$ cat config.mk
export PLATFORM = sky130hd
export DESIGN_NAME = shuffled_lehmer_random_generator_top
export DESIGN_NICKNAME = d
export VERILOG_FILES = /design/src/hw/rtl/slrg_pkg.sv /design/src/hw/rtl/slrg_lehmer.sv /design/src/hw/rtl/slrg_table_ram.sv /design/src/hw/rtl/shuffled_lehmer_random_generator_top.sv
export SDC_FILE = /design/constraint.sdc
export NUM_CORES = 2
export LEC_CHECK = 0
export BUFFER_PORTS_ARGS = -buffer_cell sky130_fd_sc_hd__buf_2
export CORE_ASPECT_RATIO = 1.75
export CORE_UTILIZATION = 57
export CTS_CLUSTER_SIZE = 28
export DETAILED_ROUTE_END_ITERATION = 6
export GPL_TIMING_DRIVEN = 1
export HOLD_SLACK_MARGIN = 0.05
export PLACE_DENSITY = 0.78
export SLEW_MARGIN = 20
export SYNTH_ARGS = -nofsm -noshare
export SYNTH_HDL_FRONTEND = slang
export SYNTH_HIERARCHICAL = 1
export SYNTH_SLANG_ARGS = --single-unit
$ cat constraint.sdc
create_clock -name clock -period 12.25 [get_ports clock]
set_clock_uncertainty 0.1 [all_clocks]
set_input_delay 1.225 -clock clock [delete_from_list [all_inputs] [get_ports clock]]
set_output_delay 1.225 -clock clock [all_outputs]
set_load 0.02 [all_outputs]
$ cat src/hw/rtl/slrg_pkg.sv
// slrg_pkg: shared constants and types for the shuffled lehmer generator
// no dependencies; imported by slrg_lehmer, the top level and the testbench
package slrg_pkg;

   localparam int VALUE_W     = 31;
   // table depth is a power of two, so the slot divisor is a power of two too
   localparam int TABLE_DEPTH = 32;
   localparam int IDX_W       = $clog2(TABLE_DEPTH);

   localparam int MUL_W = 15;
   localparam logic [MUL_W-1:0]   LEHMER_MUL = MUL_W'(16807);
   localparam logic [VALUE_W-1:0] LEHMER_MOD = VALUE_W'(2147483647);
   localparam logic [VALUE_W-1:0] SAMPLE_CAP = VALUE_W'(2147483389);

   localparam longint SLOT_DIV   = 1 + (2147483647 - 1) / TABLE_DEPTH;
   localparam int     SLOT_SHIFT = $clog2(SLOT_DIV);

   localparam int WARMUP_STEPS = 8;
   localparam int INIT_STEPS   = TABLE_DEPTH + WARMUP_STEPS;
   localparam int STEP_CNT_W   = $clog2(INIT_STEPS);

   // request function codes
   localparam logic FUNC_DRAW   = 1'b0;
   localparam logic FUNC_RESEED = 1'b1;

   typedef logic [VALUE_W-1:0] value_type;

   typedef struct packed {
      logic      done;
      value_type value;
   } lehmer_rsp_type;

endpackage

$ cat src/hw/rtl/slrg_lehmer.sv
// slrg_lehmer: one park-miller step, x * 16807 mod (2^31 - 1), in two stages
// depends on slrg_pkg; stage one multiplies, stage two folds the mersenne modulus
module slrg_lehmer (
   input  logic                      clock,
   input  logic                      reset,
   input  logic                      start,
   input  slrg_pkg::value_type       x,
   output slrg_pkg::lehmer_rsp_type  rsp
);
   import slrg_pkg::*;

   localparam int PROD_W = VALUE_W + MUL_W;

   logic [PROD_W-1:0]  prod_ff, prod_in;
   logic               prod_valid_ff;
   value_type          res_ff, res_in;
   logic               done_ff;
   logic [VALUE_W:0]   fold_sum;

   assign prod_in = PROD_W'(x) * PROD_W'(LEHMER_MUL);

   // 2^31 = 1 mod m, so hi + lo needs at most one subtract of m
   always_comb begin
      fold_sum = {1'b0, prod_ff[VALUE_W-1:0]}
               + (VALUE_W+1)'(prod_ff[PROD_W-1:VALUE_W]);
      if (fold_sum >= {1'b0, LEHMER_MOD}) begin
         res_in = VALUE_W'(fold_sum - {1'b0, LEHMER_MOD});
      end else begin
         res_in = fold_sum[VALUE_W-1:0];
      end
   end

   always_ff @(posedge clock) begin
      if (reset) begin
         prod_valid_ff <= 1'b0;
         done_ff       <= 1'b0;
      end else begin
         prod_valid_ff <= start;
         done_ff       <= prod_valid_ff;
      end
      prod_ff <= prod_in;
      res_ff  <= res_in;
   end

   assign rsp.done  = done_ff;
   assign rsp.value = res_ff;

endmodule

$ cat src/hw/rtl/slrg_table_ram.sv
// slrg_table_ram: generic single-write, single-read synchronous ram
// no dependencies; read data is registered and held between reads
module slrg_table_ram #(
   parameter int DEPTH = 32,
   parameter int WIDTH = 31
) (
   input  logic                     clock,
   input  logic                     wr_en,
   input  logic [$clog2(DEPTH)-1:0] wr_addr,
   input  logic [WIDTH-1:0]         wr_data,
   input  logic                     rd_en,
   input  logic [$clog2(DEPTH)-1:0] rd_addr,
   output logic [WIDTH-1:0]         rd_data
);

   logic [WIDTH-1:0] mem [DEPTH];
   logic [WIDTH-1:0] rd_data_ff;

   always_ff @(posedge clock) begin
      if (wr_en) begin
         mem[wr_addr] <= wr_data;
      end
      if (rd_en) begin
         rd_data_ff <= mem[rd_addr];
      end
   end

   assign rd_data = rd_data_ff;

endmodule

$ cat src/hw/rtl/shuffled_lehmer_random_generator_top.sv
// shuffled_lehmer_random_generator_top: park-miller generator with bays-durham shuffle
// depends on slrg_pkg, slrg_lehmer and slrg_table_ram
//
// A plain draw reads the shuffle table and starts the generator step in S_DRAW, waits
// in S_DRAWW for the pipelined multiply and modulus fold unit, then in S_FIN writes the
// slot back and loads the result register; the next request is taken only back in idle.
// A reseed (and the first draw after reset, which seeds with 1) first runs 40 generator
// steps through the same unit, filling the table on the last 32. A result waiting in
// the output register does not stop a new request from being taken; only the
// write-back cycle waits for it.
// The table needs no clearing after reset, since it is always filled before use.
module shuffled_lehmer_random_generator_top (
   input  logic                       clock,
   input  logic                       reset,
   input  logic                       req_valid,
   output logic                       req_ready,
   input  logic                       req_func,
   input  logic [slrg_pkg::VALUE_W-1:0] req_seed,
   output logic                       rsp_valid,
   input  logic                       rsp_ready,
   output logic [slrg_pkg::VALUE_W-1:0] rsp_sample
);
   import slrg_pkg::*;

   localparam logic [2:0] S_IDLE  = 3'd0;
   localparam logic [2:0] S_STEP  = 3'd1;
   localparam logic [2:0] S_STEPW = 3'd2;
   localparam logic [2:0] S_DRAW  = 3'd3;
   localparam logic [2:0] S_DRAWW = 3'd4;
   localparam logic [2:0] S_FIN   = 3'd5;

   logic [2:0]            state_ff, state_in;
   value_type             gen_ff, gen_in;
   value_type             pick_ff, pick_in;
   logic [STEP_CNT_W-1:0] cnt_ff, cnt_in;
   logic [IDX_W-1:0]      slot_ff, slot_in;
   logic                  rsp_valid_ff, rsp_valid_in;
   value_type             rsp_sample_ff, rsp_sample_in;

   logic                  lm_start;
   lehmer_rsp_type        lm_rsp;

   logic                  wr_en;
   logic [IDX_W-1:0]      wr_addr;
   value_type             wr_data;
   logic                  rd_en;
   value_type             rd_data;

   value_type             slot_wide;
   logic [IDX_W-1:0]      slot_sel;

   slrg_lehmer u_lehmer (
      .clock (clock),
      .reset (reset),
      .start (lm_start),
      .x     (gen_ff),
      .rsp   (lm_rsp)
   );

   slrg_table_ram #(
      .DEPTH (TABLE_DEPTH),
      .WIDTH (VALUE_W)
   ) u_table (
      .clock   (clock),
      .wr_en   (wr_en),
      .wr_addr (wr_addr),
      .wr_data (wr_data),
      .rd_en   (rd_en),
      .rd_addr (slot_sel),
      .rd_data (rd_data)
   );

   // slot divisor is a power of two, so the divide is a shift
   always_comb begin
      slot_wide = pick_ff >> SLOT_SHIFT;
      if (slot_wide >= VALUE_W'(TABLE_DEPTH)) begin
         slot_sel = IDX_W'(TABLE_DEPTH - 1);
      end else begin
         slot_sel = slot_wide[IDX_W-1:0];
      end
   end

   always_comb begin
      state_in      = state_ff;
      gen_in        = gen_ff;
      pick_in       = pick_ff;
      cnt_in        = cnt_ff;
      slot_in       = slot_ff;
      rsp_valid_in  = rsp_valid_ff && !rsp_ready;
      rsp_sample_in = rsp_sample_ff;
      lm_start      = 1'b0;
      wr_en         = 1'b0;
      wr_addr       = cnt_ff[IDX_W-1:0];
      wr_data       = lm_rsp.value;
      rd_en         = 1'b0;

      unique case (state_ff)
         S_IDLE: begin
            if (req_valid) begin
               // on a draw, a zero last pick forces a seed-1 initialisation
               if (req_func == FUNC_RESEED || pick_ff == '0) begin
                  if (req_func == FUNC_RESEED && req_seed != '0) begin
                     gen_in = req_seed;
                  end else begin
                     gen_in = VALUE_W'(1);
                  end
                  cnt_in   = STEP_CNT_W'(INIT_STEPS - 1);
                  state_in = S_STEP;
               end else begin
                  state_in = S_DRAW;
               end
            end
         end
         S_STEP: begin
            lm_start = 1'b1;
            state_in = S_STEPW;
         end
         S_STEPW: begin
            if (lm_rsp.done) begin
               gen_in = lm_rsp.value;
               if (cnt_ff < STEP_CNT_W'(TABLE_DEPTH)) begin
                  wr_en = 1'b1;
               end
               if (cnt_ff == '0) begin
                  pick_in  = lm_rsp.value;
                  state_in = S_DRAW;
               end else begin
                  cnt_in   = cnt_ff - STEP_CNT_W'(1);
                  state_in = S_STEP;
               end
            end
         end
         S_DRAW: begin
            lm_start = 1'b1;
            rd_en    = 1'b1;
            slot_in  = slot_sel;
            state_in = S_DRAWW;
         end
         S_DRAWW: begin
            if (lm_rsp.done) begin
               gen_in   = lm_rsp.value;
               state_in = S_FIN;
            end
         end
         S_FIN: begin
            // hold the write-back until the output register is free
            if (!rsp_valid_ff || rsp_ready) begin
               wr_en        = 1'b1;
               wr_addr      = slot_ff;
               wr_data      = gen_ff;
               pick_in      = rd_data;
               rsp_valid_in = 1'b1;
               if (rd_data > SAMPLE_CAP) begin
                  rsp_sample_in = SAMPLE_CAP;
               end else begin
                  rsp_sample_in = rd_data;
               end
               state_in = S_IDLE;
            end
         end
         default: begin
            state_in = S_IDLE;
         end
      endcase
   end

   always_ff @(posedge clock) begin
      if (reset) begin
         state_ff     <= S_IDLE;
         gen_ff       <= VALUE_W'(1);
         pick_ff      <= '0;
         rsp_valid_ff <= 1'b0;
      end else begin
         state_ff     <= state_in;
         gen_ff       <= gen_in;
         pick_ff      <= pick_in;
         rsp_valid_ff <= rsp_valid_in;
      end
      cnt_ff        <= cnt_in;
      slot_ff       <= slot_in;
      rsp_sample_ff <= rsp_sample_in;
   end

   assign req_ready  = (state_ff == S_IDLE);
   assign rsp_valid  = rsp_valid_ff;
   assign rsp_sample = rsp_sample_ff;

`ifndef SYNTHESIS
   a_done_expected: assert property (@(posedge clock) disable iff (reset)
      lm_rsp.done |-> (state_ff == S_STEPW || state_ff == S_DRAWW))
      else $error("generator step finished outside a wait state");

   a_value_reduced: assert property (@(posedge clock) disable iff (reset)
      lm_rsp.done |-> lm_rsp.value < LEHMER_MOD)
      else $error("generator value not reduced below modulus");

   a_rsp_from_fin: assert property (@(posedge clock) disable iff (reset)
      $rose(rsp_valid_ff) |-> $past(state_ff) == S_FIN)
      else $error("result loaded outside write-back");

   a_sample_capped: assert property (@(posedge clock) disable iff (reset)
      rsp_valid_ff |-> rsp_sample_ff <= SAMPLE_CAP)
      else $error("sample above cap");

   a_start_one_cycle: assert property (@(posedge clock) disable iff (reset)
      lm_start |=> !lm_start)
      else $error("generator started on back-to-back cycles");
`endif

endmodule

==> results.sh <==
export IMPL_postPlaceCellArea_mm2=0.0581
export IMPL_slowest_stage="o31ai_1"
export IMPL_min_from="u_lehmer/prod_valid_ff"
export IMPL_cts_htree_levels=3
export IMPL_nNetsFinal=4448
export IMPL_p_per_area_mw_per_mm2=215
export IMPL_end_kind="flip-flop"
export IMPL_critPathLaunchType="flip-flop"
export IMPL_fin_area_mm2=0.0615
export IMPL_critPathKind="reg2reg"
export IMPL_hpwlAfterDp_mm=101
export IMPL_cts_resized=0
export IMPL_hold_buffers=0
export IMPL_worstPathRequired_ps=12750
export IMPL_grt_pass1_vias=34800
export IMPL_worstMarginPinSlew_ps=1290
export IMPL_final_cells=5470
export IMPL_clkTransAtPathRegs_ps=70
export IMPL_wl_per_cell_um=28.7
export IMPL_ys_types=84
export IMPL_via_per_inst=6.28
export IMPL_hold_depth=1
export IMPL_clkSinkCount=1210
export IMPL_r2r_end="u_lehmer/prod_ff[40]"
export IMPL_clockRootBuffer="clkbuf_16"
export IMPL_drcViolationCount=0
export IMPL_grt_pass1_wl_mm=227
export IMPL_drt_pass1_iter_count=5
export IMPL_seq_area_frac_synth=0.619
export IMPL_crit_arrival_ps=7710
export IMPL_hold_class="reg2reg"
export IMPL_ant_nets=0
export IMPL_die_w_um=240
export IMPL_regToRegSetupSlack_ps=5040
export IMPL_cts_tree="built"
export IMPL_clockBufferDepth=3
export IMPL_grt_remaining_overflow=0
export IMPL_via_count=34300
export IMPL_ys_seq_elements=1210
export IMPL_synth_area_top_cells="edfxtp_1 57%, mux2i_1 9.4%, dfxtp_1 5.2%, fa_1 4.8%, ha_1 4.6%"
export IMPL_ios=69
export IMPL_crit_path_max_fanout=7
export IMPL_path_cells="inv_1 -> fa_1 -> inv_1 -> ha_1 -> inv_1 -> fa_1 -> inv_1 -> ha_1 -> fa_1 -> inv_1 -> fa_1 -> inv_1 -> ha_1 -> a21o_1 -> a21o_1 -> o31ai_1 -> a21boi_0 -> o21ai_0 -> o31a_1 -> o21ai_0 -> xor2_1"
export IMPL_critPathMaxStageDelay_ps=930
export IMPL_place_congestion=1.04
export IMPL_hold_viol=0
export IMPL_synth_area_leader_cell="edfxtp_1"
export IMPL_area_delta_synth_final_pct=9.22
export IMPL_final_util=0.628
export IMPL_setup_tns_ps=0
export IMPL_period_share=0.589
export IMPL_avgSynthCellArea_um2=13.9
export IMPL_slew_headroom=0.131
export IMPL_placed_cells=5279
export IMPL_drt_wl_total_mm=157
export IMPL_rsz0062_at_grt="false"
export IMPL_synth_top_cell_area_share=0.568
export IMPL_r2r_cells=21
export IMPL_max_freq_ghz=0.139
export IMPL_min_period_ps=7210
export IMPL_post_synth_top_count_cell="edfxtp_1"
export IMPL_initial_utilization=0.575
export IMPL_post_cts_buffers=0
export IMPL_max_cap_viol_count=0
export IMPL_drv_slew=0
export IMPL_synth_edf_count=1065
export IMPL_syn_area_mm2=0.0563
export IMPL_synth_ff_type="edfxtp_1"
export IMPL_ir_worst_vdd_v=0.000126
export IMPL_first_iter_violations=3009
export IMPL_setup_viol=0
export IMPL_dieHeight_um=418
export IMPL_outcome="finished, final reports clean"
export IMPL_cp_num_buf_inv=6
export IMPL_syn_nets=4428
export IMPL_portBuffers=68
export IMPL_antenna_found_initial=7
export IMPL_track_usage=0.319
export IMPL_numCtsBuffers=101
export IMPL_holdPathEnd="u_lehmer/done_ff"
export IMPL_drive_gt1_frac=0.0960
export IMPL_netlist_top_cells_count="1065 x edfxtp_1, 529 x mux2i_1, 315 x inv_1"
export IMPL_core_area_mm2=0.0979
export IMPL_r2r_start="gen_ff[8]"
export IMPL_synthArstFlopShare=0
export IMPL_timing_critical_path_mode_cell="inv_1"
export IMPL_ys_warn_count=6
export IMPL_grt_max_degree=138
export IMPL_core_rowCount=152
export IMPL_p_total_uw=13200
export IMPL_crit_family="adder cells"
export IMPL_power_leakage_uw=0.0213
export IMPL_insertion_delay_ps=720
export IMPL_syn_inst=4053
export IMPL_die_area_mm2=0.100
[flip-flops by register name (all words and copies together) (netlist names)]
| name | cells |
|---|---|
| gen_ff | 31 |
| u_lehmer/done_ff | 1 |
| slot_ff | 5 |
| u_table/rd_data | 31 |
| pick_ff | 31 |
| cnt_ff | 6 |
| u_lehmer/prod_valid_ff | 1 |
| rsp_sample | 31 |
| u_lehmer/prod_ff | 46 |
| u_lehmer/res_ff | 31 |
| u_table/mem | 992 |
| state_ff | 3 |
| rsp_valid | 1 |
[kinds of logic (layout without fill, tap and decap cells)]
family | Yosys count | after routing | synth area share
compound gates | 613 | 613 | 0.0782
xor+xnor | 68 | 68 | 0.0106
fa+ha+maj | 339 | 339 | 0.0932
buf+inv | 524 | 628 | 0.0398
flops | 1210 | 1210 | 0.619
mux | 530 | 530 | 0.0942
other cells | 0 | 4 | 0
simple gates | 769 | 769 | 0.0648
[metrics by stage]
| stage | hold WS, ps | setup slack (ps) |
|---|---|---|
| final | 341 | 5040 |
| after global routing | 367 | 4870 |
| after global placement | 319 | 5180 |
| after CTS | 344 | 5250 |
| after floorplan | 314 | 6450 |
| after detailed placement | 336 | 5290 |
[area by class of cell]
| cell class | count | area (um^2) |
|---|---|---|
| Timing Repair Buffer | 126 | 851 |
| Clock inverter | 71 | 758 |
| Inverter | 315 | 1180 |
| Antenna cell | 4 | 10.0 |
| Tap cell | 1309 | 1640 |
| Fill cell | 7032 | 36400 |
| Clock buffer | 116 | 2660 |
| Sequential cell | 1210 | 34900 |
| Multi-Input combinational cell | 2319 | 19500 |
[report_power, final]
group	switching (uW)	total [uW]	internal [uW]
clock network	1490	3360	1860
registers	271	5410	5140
logic	2970	4440	1470
total	4730	13200	8480
[layer usage]
metal / GRT usage / share of wire
met5: 0 / 0.00043
met2: 0.562 / 0.52
met4: 0.258 / 0.092
met1: 0.326 / 0.32
met3: 0.0612 / 0.071
[placed cells by master (no fill, tap or decap), types with 15 or more instances in the layout]
master | Yosys | final
nor2_1 | 113 | 80
xor2_1 | 32 | 32
inv_1 | 315 | 314
mux2i_1 | 529 | 529
nand2_1 | 295 | 284
a21o_1 | 21 | 21
a22oi_1 | 94 | 94
a211oi_1 | 19 | 19
nand4_1 | 25 | 25
xnor2_1 | 36 | 36
a21oi_1 | 188 | 186
nor4_1 | 19 | 16
a211oi_2 | 31 | 31
nand3_1 | 158 | 158
nor2_4 | 0 | 33
fa_1 | 134 | 134
buf_4 | 39 | 52
buf_2 | 48 | 68
o21ai_0 | 33 | 33
dfxtp_1 | 145 | 144
a22o_1 | 63 | 63
ha_1 | 205 | 205
clkbuf_16 | 0 | 103
clkinv_2 | 0 | 16
edfxtp_1 | 1065 | 1065
o211ai_1 | 15 | 15
a31oi_1 | 35 | 35
a311oi_1 | 33 | 33
clkinv_1 | 0 | 21
nor3_1 | 51 | 51
[worst register-to-register path: cells and delay by family, from the launching register on]
family,cells,cell delay [ps]
AO/OA/AOI/OAI,7,2830
XOR/XNOR,1,180
adder cells (fa/ha/maj),7,3060
buffers and inverters,6,430
flip-flops,1,510
[worst max-delay path by stage]
stage / from / end / slack [ps] / cells after the start
detailed placement: gen_ff[9] / u_lehmer/prod_ff[40] / 5290 / 21
global route: gen_ff[8] / u_lehmer/prod_ff[40] / 4870 / 21
finish: gen_ff[8] / u_lehmer/prod_ff[40] / 5040 / 21
CTS: gen_ff[8] / u_lehmer/prod_ff[40] / 5250 / 21
floorplan: gen_ff[8] / u_lehmer/prod_ff[43] / 6450 / 21
global placement: gen_ff[9] / u_lehmer/prod_ff[41] / 5180 / 21
(Power assumes the default switching activity.)
